--- config.mk ---
export PLATFORM = sky130hd
export DESIGN_NAME = ansi_sgr_color_parser_unit
export DESIGN_NICKNAME = d
export VERILOG_FILES = /design/src/sv/asgr_pkg.sv /design/src/sv/ansi_sgr_color_parser_unit.sv
export SDC_FILE = /design/constraint.sdc
export NUM_CORES = 1
export LEC_CHECK = 0
export BUFFER_PORTS_ARGS = -buffer_cell sky130_fd_sc_hd__buf_2
export CAP_MARGIN = 20
export CORE_AREA = 2 2 75 148
export DETAILED_ROUTE_END_ITERATION = 7
export DIE_AREA = 0 0 77 150
export PLACE_DENSITY = 0.65
export SYNTH_ARGS = -nofsm -noshare
export SYNTH_HDL_FRONTEND = slang
export SYNTH_SLANG_ARGS = --single-unit
--- constraint.sdc ---
create_clock -name clk -period 6 [get_ports clk]
set_input_delay 0.3 -clock clk [delete_from_list [all_inputs] [get_ports clk]]
set_output_delay 0.3 -clock clk [all_outputs]
set_load 0.01 [all_outputs]
--- src/sv/asgr_pkg.sv ---
package asgr_pkg;

    typedef enum logic [1:0] {
        PH_IDLE = 2'd0,
        PH_ESC  = 2'd1,
        PH_BODY = 2'd2
    } phase_t;

    localparam logic [7:0] CH_BEL  = 8'h07;
    localparam logic [7:0] CH_BS   = 8'h08;
    localparam logic [7:0] CH_ESC  = 8'h1b;
    localparam logic [7:0] CH_LBRK = 8'h5b;
    localparam logic [7:0] CH_M    = 8'h6d;

    localparam logic [7:0] SGR_RESET      = 8'd0;
    localparam logic [7:0] SGR_BOLD       = 8'd1;
    localparam logic [7:0] SGR_FAINT      = 8'd2;
    localparam logic [7:0] SGR_INVERSE    = 8'd7;
    localparam logic [7:0] SGR_NORMAL     = 8'd22;
    localparam logic [7:0] SGR_NO_INVERSE = 8'd27;
    localparam logic [7:0] SGR_FG_BASE    = 8'd30;
    localparam logic [7:0] SGR_FG_LAST    = 8'd37;
    localparam logic [7:0] SGR_BG_BASE    = 8'd40;
    localparam logic [7:0] SGR_BG_LAST    = 8'd47;

    localparam logic [3:0] FORE_RESET = 4'd7;
    localparam logic [2:0] BACK_RESET = 3'd0;
    localparam logic [7:0] NUM_MAX    = 8'hff;

    localparam int DATA_IN_W  = 8;
    localparam int DATA_OUT_W = 64;

    function automatic logic [23:0] palette(input logic [3:0] idx);
        logic [23:0] rgb;
        case (idx)
            4'd0:    rgb = 24'h000000;
            4'd1:    rgb = 24'haa0000;
            4'd2:    rgb = 24'h00aa00;
            4'd3:    rgb = 24'haa5500;
            4'd4:    rgb = 24'h0000aa;
            4'd5:    rgb = 24'haa00aa;
            4'd6:    rgb = 24'h00aaaa;
            4'd7:    rgb = 24'haaaaaa;
            4'd8:    rgb = 24'h555555;
            4'd9:    rgb = 24'hff5555;
            4'd10:   rgb = 24'h55ff55;
            4'd11:   rgb = 24'hffff55;
            4'd12:   rgb = 24'h5555ff;
            4'd13:   rgb = 24'hff55ff;
            4'd14:   rgb = 24'h55ffff;
            default: rgb = 24'hffffff;
        endcase
        return rgb;
    endfunction

    function automatic logic is_letter(input logic [7:0] c);
        return ((c >= 8'h41) && (c <= 8'h5a)) || ((c >= 8'h61) && (c <= 8'h7a));
    endfunction

    function automatic logic is_digit(input logic [7:0] c);
        return (c >= 8'h30) && (c <= 8'h39);
    endfunction

endpackage

--- src/sv/ansi_sgr_color_parser_unit.sv ---
// A byte accepted into the input register is parsed there; its result goes to the output register.
// Throughput: one byte per cycle while the output is not stalled; the parse stage updates
// the sequence and color state from the input register.
// A stalled result holds the parse stage; one more byte fills the input register.
// Reset (rst_n, async, active low) clears the sequence state, sets
// foreground 7, background 0, inverse off, and empties both registers.
module ansi_sgr_color_parser_unit
    import asgr_pkg::*;
(
    input  logic                  clk,
    input  logic                  rst_n,
    input  logic                  s_axis_tvalid,
    output logic                  s_axis_tready,
    input  logic [DATA_IN_W-1:0]  s_axis_tdata,   // [7:0] data_byte
    input  logic                  s_axis_tlast,   // end_of_chunk
    output logic                  m_axis_tvalid,
    input  logic                  m_axis_tready,
    output logic [DATA_OUT_W-1:0] m_axis_tdata,   // char_code, fore_index, back_index,
                                                  // fore_rgb, back_rgb
    output logic                  m_axis_tuser    // is_backspace
);

    logic                  in_valid_reg;
    logic [7:0]            in_byte_reg;
    logic                  in_eoc_reg;

    phase_t                phase_reg, phase_next;
    logic                  bracket_reg, bracket_next;
    logic [7:0]            num_reg, num_next;
    logic [1:0]            sep_reg, sep_next;
    logic [3:0]            fore_reg, fore_next;
    logic [2:0]            back_reg, back_next;
    logic                  inv_reg, inv_next;

    logic                  out_valid_reg;
    logic [DATA_OUT_W-1:0] out_data_reg;
    logic                  out_bs_reg;

    logic                  out_free;
    logic                  proc_fire;
    logic                  has_result;
    logic [11:0]           num_acc;
    logic [7:0]            fg_code;
    logic [7:0]            bg_code;
    logic [3:0]            f_idx;
    logic [3:0]            b_idx;

    assign out_free      = !out_valid_reg || m_axis_tready;
    assign proc_fire     = in_valid_reg && out_free;
    assign s_axis_tready = !in_valid_reg || out_free;

    assign num_acc = {4'd0, num_reg} * 12'd10 + {4'd0, in_byte_reg - 8'h30};
    assign fg_code = num_reg - SGR_FG_BASE;
    assign bg_code = num_reg - SGR_BG_BASE;
    assign f_idx   = inv_reg ? {1'b0, back_reg} : fore_reg;
    assign b_idx   = inv_reg ? fore_reg : {1'b0, back_reg};

    always_comb
    begin
        phase_next   = phase_reg;
        bracket_next = bracket_reg;
        num_next     = num_reg;
        sep_next     = sep_reg;
        fore_next    = fore_reg;
        back_next    = back_reg;
        inv_next     = inv_reg;
        has_result   = 1'b0;
        unique case (phase_reg)
            PH_IDLE:
            begin
                if (in_byte_reg == CH_ESC)
                begin
                    phase_next = PH_ESC;
                end
                else if (in_byte_reg != CH_BEL)
                begin
                    has_result = 1'b1;
                end
            end
            PH_ESC:
            begin
                bracket_next = (in_byte_reg == CH_LBRK);
                phase_next   = PH_BODY;
            end
            default:
            begin
                if (!bracket_reg)
                begin
                    phase_next   = PH_IDLE;
                    bracket_next = 1'b0;
                    num_next     = 8'd0;
                    sep_next     = 2'd0;
                end
                else if (is_letter(in_byte_reg))
                begin
                    if (in_byte_reg == CH_M && sep_reg == 2'd0)
                    begin
                        case (num_reg) inside
                            SGR_RESET:
                            begin
                                back_next = BACK_RESET;
                                fore_next = FORE_RESET;
                                inv_next  = 1'b0;
                            end
                            SGR_BOLD:                fore_next = {1'b1, fore_reg[2:0]};
                            SGR_FAINT, SGR_NORMAL:   fore_next = {1'b0, fore_reg[2:0]};
                            SGR_INVERSE:             inv_next  = 1'b1;
                            SGR_NO_INVERSE:          inv_next  = 1'b0;
                            [SGR_FG_BASE:SGR_FG_LAST]: fore_next = {fore_reg[3], fg_code[2:0]};
                            [SGR_BG_BASE:SGR_BG_LAST]: back_next = bg_code[2:0];
                            default:
                            begin
                            end
                        endcase
                    end
                    phase_next   = PH_IDLE;
                    bracket_next = 1'b0;
                    num_next     = 8'd0;
                    sep_next     = 2'd0;
                end
                else if (is_digit(in_byte_reg))
                begin
                    if (sep_reg == 2'd0)
                    begin
                        num_next = (num_acc > {4'd0, NUM_MAX}) ? NUM_MAX : num_acc[7:0];
                    end
                end
                else if (sep_reg != 2'd3)
                begin
                    sep_next = sep_reg + 2'd1;
                end
            end
        endcase
        if (in_eoc_reg)
        begin
            phase_next   = PH_IDLE;
            bracket_next = 1'b0;
            num_next     = 8'd0;
            sep_next     = 2'd0;
        end
    end

    always_ff @(posedge clk or negedge rst_n)
    begin
        if (!rst_n)
        begin
            in_valid_reg <= 1'b0;
        end
        else if (s_axis_tready)
        begin
            in_valid_reg <= s_axis_tvalid;
        end
    end

    always_ff @(posedge clk)
    begin
        if (s_axis_tready && s_axis_tvalid)
        begin
            in_byte_reg <= s_axis_tdata;
            in_eoc_reg  <= s_axis_tlast;
        end
    end

    always_ff @(posedge clk or negedge rst_n)
    begin
        if (!rst_n)
        begin
            phase_reg   <= PH_IDLE;
            bracket_reg <= 1'b0;
            num_reg     <= 8'd0;
            sep_reg     <= 2'd0;
            fore_reg    <= FORE_RESET;
            back_reg    <= BACK_RESET;
            inv_reg     <= 1'b0;
        end
        else if (proc_fire)
        begin
            phase_reg   <= phase_next;
            bracket_reg <= bracket_next;
            num_reg     <= num_next;
            sep_reg     <= sep_next;
            fore_reg    <= fore_next;
            back_reg    <= back_next;
            inv_reg     <= inv_next;
        end
    end

    always_ff @(posedge clk or negedge rst_n)
    begin
        if (!rst_n)
        begin
            out_valid_reg <= 1'b0;
        end
        else if (proc_fire)
        begin
            out_valid_reg <= has_result;
        end
        else if (m_axis_tready)
        begin
            out_valid_reg <= 1'b0;
        end
    end

    always_ff @(posedge clk)
    begin
        if (proc_fire && has_result)
        begin
            out_data_reg <= {palette(b_idx), palette(f_idx), b_idx, f_idx, in_byte_reg};
            out_bs_reg   <= (in_byte_reg == CH_BS);
        end
    end

    assign m_axis_tvalid = out_valid_reg;
    assign m_axis_tdata  = out_data_reg;
    assign m_axis_tuser  = out_bs_reg;

    a_bs_code: assert property (@(posedge clk) disable iff (!rst_n)
        m_axis_tvalid && m_axis_tuser |-> m_axis_tdata[7:0] == CH_BS)
        else $error("backspace flag without backspace code");

    a_rgb_match: assert property (@(posedge clk) disable iff (!rst_n)
        m_axis_tvalid |-> m_axis_tdata[39:16] == palette(m_axis_tdata[11:8])
                       && m_axis_tdata[63:40] == palette(m_axis_tdata[15:12]))
        else $error("rgb does not match color index");

    a_eoc_clear: assert property (@(posedge clk) disable iff (!rst_n)
        proc_fire && in_eoc_reg |=> phase_reg == PH_IDLE && num_reg == 8'd0
                                    && sep_reg == 2'd0 && !bracket_reg)
        else $error("end of chunk left sequence state");

    a_hold_item: assert property (@(posedge clk) disable iff (!rst_n)
        in_valid_reg && !out_free |=> in_valid_reg && $stable(in_byte_reg)
                                      && $stable(in_eoc_reg))
        else $error("pending byte lost while output stalled");

endmodule
# Word-level counts from Yosys, hierarchy flattened
# Memory sizes are Yosys's and may differ from the RTL's. A register that Yosys moved wholly into a read port is not among the register bits.
# Cells that the tools add are included.
# totals
regBits	97
n_memories	2
rom_bits	768
inputBits	13
# op_classes
bitwise_logic	1
reduce_logical	32
mux	47
addsub	5
eq_ne	25
magnitude_cmp	11
mul	1
# mem_list
memory	words	width	read_ports	rd_ports_with_merged_regs	wr	line	source
(name not given)	16	24	1	1	0	asgr_pkg.sv:35	case (idx)
(name not given)	16	24	1	1	0	asgr_pkg.sv:35	
# op_table
operator	count
$mux W8	7
$mux W3	10
$eq A8 B5 Y1 const B	3
$le A8 B6 Y1 const B	3
$mux W2	10
$mux W4	5
$eq A8 B7 Y1 const B	2
$ge A8 B6 Y1 const B	2
$ge A8 B7 Y1 const B	2
$le A8 B7 Y1 const B	2
$ne A2 B2 Y1 const B	7
$mux W1	13
$add A12 B8 Y12	1
$gt A12 B8 Y1 const B	1
$ne A4 B2 Y1 const B	3
$mul A8 B3 Y11 const B	1
$reduce_and A11 Y1	1
$reduce_and A10 Y1	1
$logic_and A1 B1 Y1	9
$eq A8 B1 Y1 const B	1
$eq A8 B2 Y1 const B	1
$eq A8 B3 Y1 const B	1
$eq A8 B4 Y1 const B	1
$ge A8 B5 Y1 const B	1
25 further kinds	34

# Longest topological paths before layout
# depth
depth_word	10
mapped_depth	12

# Worst setup path after synthesis
# Ideal clock, no wire load.
# synth_timing
path_type	reg2reg
start	register in_byte_reg[4]
end	register out_data_reg[0], in the netlist m_axis_tdata[0], enable pin
slack_ns	1.092
required_ns	5.483
setup_ns	0.517
synth_period_minus_slack_ns	4.908
path_buffers	0
arrival_ns	4.391
stages_incl_launch_ff	6
path_cell_list	edfxtp_1 -> inv_1 -> ha_1 -> nand2_1 -> o22ai_1 -> a2111oi_0
# synth_via
elab_chain_cells	5
word_cells_on_any_way	6
cone_classes	2 x eq/ne; 3 x mux; 1 x reduce/logical
# synth_lines
element	line	source
start: declaration	ansi_sgr_color_parser_unit.sv:24	logic [7:0] in_byte_reg;
start signal: assignment	ansi_sgr_color_parser_unit.sv:159	in_byte_reg <= s_axis_tdata;
$ne A8 B3 Y1	ansi_sgr_color_parser_unit.sv:75	else if (in_byte_reg != CH_BEL)
$mux W1	ansi_sgr_color_parser_unit.sv:75	
$mux W1 (*)	ansi_sgr_color_parser_unit.sv:71	if (in_byte_reg == CH_ESC)
$mux W1 (*)	ansi_sgr_color_parser_unit.sv:68	unique case (phase_reg)
$logic_and A1 B1 Y1 (*)	ansi_sgr_color_parser_unit.sv:206	if (proc_fire && has_result)
end signal: assignment	ansi_sgr_color_parser_unit.sv:208	out_data_reg <= {palette(b_idx), palette(f_idx), b_idx, f_idx, in_byte_reg};
end: declaration	ansi_sgr_color_parser_unit.sv:36	logic [DATA_OUT_W-1:0] out_data_reg;
# Mark *: on every way between the ends. The rest lies on a longest branch, timed or not.
# A chain may end at the register's enable or synchronous reset.

# Final worst setup path
# layout_timing
start	register num_reg[1]
end	register num_reg[7]
# layout_via
elab_chain_cells	10
# layout_lines
element	line	source
start: declaration	ansi_sgr_color_parser_unit.sv:29	logic [7:0] num_reg, num_next;
start signal: assignment	ansi_sgr_color_parser_unit.sv:180	num_reg <= num_next;
$mul A8 B3 Y11 (*)	ansi_sgr_color_parser_unit.sv:52	assign num_acc = {4'd0, num_reg} * 12'd10 + {4'd0, in_byte_reg - 8'h30};
$add A12 B8 Y12 (*)	ansi_sgr_color_parser_unit.sv:52	
$gt A12 B8 Y1	ansi_sgr_color_parser_unit.sv:125	num_next = (num_acc > {4'd0, NUM_MAX}) ? NUM_MAX : num_acc[7:0];
$mux W8 (*)	ansi_sgr_color_parser_unit.sv:125	
$mux W8 (*)	ansi_sgr_color_parser_unit.sv:123	if (sep_reg == 2'd0)
$mux W8 (*)	ansi_sgr_color_parser_unit.sv:121	else if (is_digit(in_byte_reg))
$mux W8 (*)	ansi_sgr_color_parser_unit.sv:94	else if (is_letter(in_byte_reg))
$mux W8 (*)	ansi_sgr_color_parser_unit.sv:87	if (!bracket_reg)
$mux W8 (*)	ansi_sgr_color_parser_unit.sv:68	
$mux W8 (*)	ansi_sgr_color_parser_unit.sv:134	if (in_eoc_reg)
# Mark *: on every way between the ends. The rest lies on a longest branch, timed or not. The select of a mux whose other input is x is not followed.

==> summary.md <==
| Metric | Value |
|---|---|
| Ant diodes | 0 |
| First-pass GRT wire length | roughly 12,000 um |
| Register area | between 1000 and 1500 um2 |
| Slew @ Worst Pin | 1.06 ns |
| Share of the synthesized area in the top cell type | 25.2% |
| Syn Std Cell Area | 3580 um2 |
| Synth warnings | 0 |
| Dpl cell area | 3790 um2 |
| Final setup viols | 0 |
| H-tree Lvls | 2 |
| Drt total wl | 7680 um |
| CTS tree | yes |
| Hold WC Path Type | primary input to asynchronous set/reset pin |
| CORE AREA | 10,500 um2 |
| Max cap viols | 0 |
| Initial DRC count | 149 |
| Post-synth cell types | around 60 |
| Num rows | 53 |
| Number of synthesized register bits | between 50 and 60 |
| P_leak | 1.80 nW |
| Worst path required time | 6.16 ns |
| Critical path type | flip-flop to flip-flop |
| Crit path buffers/inverters | 0 |
| Initial antenna violation count | 0 |
| Largest cells by area after synthesis | edfxtp_1 25%, dfrtp_1 14%, buf_4 9.4%, ha_1 9.4%, a21oi_1 3.2% |
| Fin. Hold Viols | 18 |
| Die footprint | 11,600 um2 |
| WL/cell | 14.6 um |
| WHS | -0.0114 ns |
| Synth Area per Inst | slightly above 10 um2 |
| Vias in the first global route | roughly 2,600 |
| Final Skew | between 0.005 and 0.006 ns |
| Critical path's slowest cell | dfrtp_1 |
| Vias per cell | 5.22 |
| Most used cell, CP | ha_1 |
| CP max FO | 13 |
| Max VDD drop | 183 uV |
| CP arrival | 3.52 ns |
| Post-layout min period | 3.36 ns |
| CTS buffer count | 5 |
| Routed Antenna Nets | 0 |
| Post-synth top area cell | edfxtp_1 |
| Clock transition at path regs | 0.07 ns |
| Fin crit share | 56.0% |
| Post-CTS Setup Bufs | 0 |
| Final instance area | 3960 um2 |
| Drt drc | 0 |
| Initial Utilization | between 30% and 40% |
| Failing checks | negative hold slack |
| Post-synth EDFFs | 30 |
| Register area share after synthesis | 41.4% |
| Most numerous cell in the Yosys netlist | buf_4 |
| Synth Net Count | around 400 |
| Relative slew slack | 29.5% |
| CTS sink cnt | 53 |
| Area of the multi-input gates | 1640 um2 |
| Worst setup EP type | flip-flop |
| Outcome | complete, but fails checks |
| Mapped Cells | 353 |
| Clock Latency Late Sink | 0.29 ns |
| CP top delay family | adder cells |
| Top cells by count, synth | 45 x buf_4, 30 x edfxtp_1, 27 x ha_1 |
| Worst setup SP type | flip-flop |
| CTS max path bufs | 2 |
| Worst-path cell chain | ha_1 > ha_1 > fa_1 > xor2_1 > ha_1 > nor4b_1 > nand4_1 > a21oi_1 > o311a_1 > o221ai_1 |
| Max reg flops | 20 |
| CP max stage delay | 0.62 ns |
| PD cells | ~300 nW/um2 |
| Routed via count | 2,742 |
| Post-cts gate resize count | 0 |
| GPL Wtd Cong | 0.856 |
| PortBufs | between 70 and 80 |
| Ports | 80 |
| TritonRoute pass-1 iters | 4 |
| Fin. max-slew vios | 0 |
| Synth Flop Type | edfxtp_1 |
| Final nets | 429 |
| Total Neg Setup Slack | 0 ns |
| CTS root buffer | clkbuf_16 |
| Async SR Flop Fraction | 43.4% |
| Die Ht | 150 um |
| Fillers | 1,061 |
| Layout cells sized above 1 | between 20 and 30% |
| Total GRT Usage | a little over an eighth |
| DP Wirelength | a little over 6000 um |
| Cts-stage hold buffer count | 0 |
| Max Clk Rate | 0.297 GHz |
| Die X | around 77 um |
| GR Overflow Total | 0 |
| Unrepaired setup endpoints after global routing | false |
| Largest net degree at the start of global routing | 24 |
| P&R area growth vs syn | 10.8% |
==> final cells by class <==
type                       instances  area share [%]
tap                              137            4.32
clock inverter                     1           0.758
timing repair buffer              83            10.7
sequential                        53            37.3
inverter                          21            1.99
multi-input combinational        223            41.3
clock buffer                       7            3.60
==> placed cells by master, fill, tap and decap left out, drive strengths merged, types with 11 or more instances in the layout <==
| master | count |
|---|---|
| buf | 83 |
| o21ai | 14 |
| a21oi | 23 |
| ha | 27 |
| dfrtp | 20 |
| edfxtp | 30 |
| nor2 | 18 |
| nand2 | 24 |
| nor3 | 11 |
| inv | 21 |
==> through the flow <==
| stage | total power (W) | hold WS, ns | utilization [%] | std cells | worst slack [ns] |
|---|---|---|---|---|---|
| global route | 0.00125 | 0.0283 | 37.8 | 525 | 2.32 |
| detailed placement | 0.000866 | 0.321 | 36.2 | 517 | 2.65 |
| CTS | 0.00120 | 0.00527 | 37.8 | 525 | 2.64 |
| finish | 0.00119 | -0.0114 | 37.8 | 525 | 2.64 |
| global placement | 0.000858 | 0.317 | 36.2 | 517 | 2.82 |
| floorplan | 0.000804 | 0.00441 | - | 353 | 1.09 |
==> report_power, final <==
group	switching (W)	internal [W]
Sequential	0.0000506	0.000448
Combinational	0.000214	0.000145
Clock	0.000124	0.000208
==> worst paths after layout <==
check / start / slack (ns) / endpoint / cells after the start
worst max-delay path: num_reg[1] / 2.64 / num_reg[7] / 10
worst min-delay path: rst_n / -0.01 / num_reg[3] / 1
worst max register to register: num_reg[1] / 2.64 / num_reg[7] / 10
worst min register to register: sep_reg[1] / 0.53 / sep_reg[1] / 1
max in group asynchronous: rst_n / 5.64 / fore_reg[0] / 1
min in group clk: s_axis_tdata[5] / 0.18 / in_byte_reg[5] / 1
==> kinds of logic (layout without fill, tap and decap cells) <==
| family | Yosys count | after routing | share of synthesized area (%) |
|---|---|---|---|
| AND/OR/NAND/NOR | 96 | 96 | 14.6 |
| buffers and inverters | 77 | 112 | 13.1 |
| multiplexers | 12 | 12 | 3.71 |
| adder cells (fa/ha/maj) | 29 | 29 | 10.6 |
| flip-flops | 53 | 53 | 41.4 |
| AO/OA/AOI/OAI | 78 | 78 | 14.7 |
| XOR/XNOR | 8 | 8 | 1.96 |
==> layer usage <==
metal,GRT usage [%],up-vias,routed length (um)
met5,0,-,0
met1,11.9,1312,2540
met2,27.8,105,4330
met3,1.57,23,361
li1,-,1302,-
met4,10.0,0,441
Note: power is estimated with default switching activity, not from simulation.
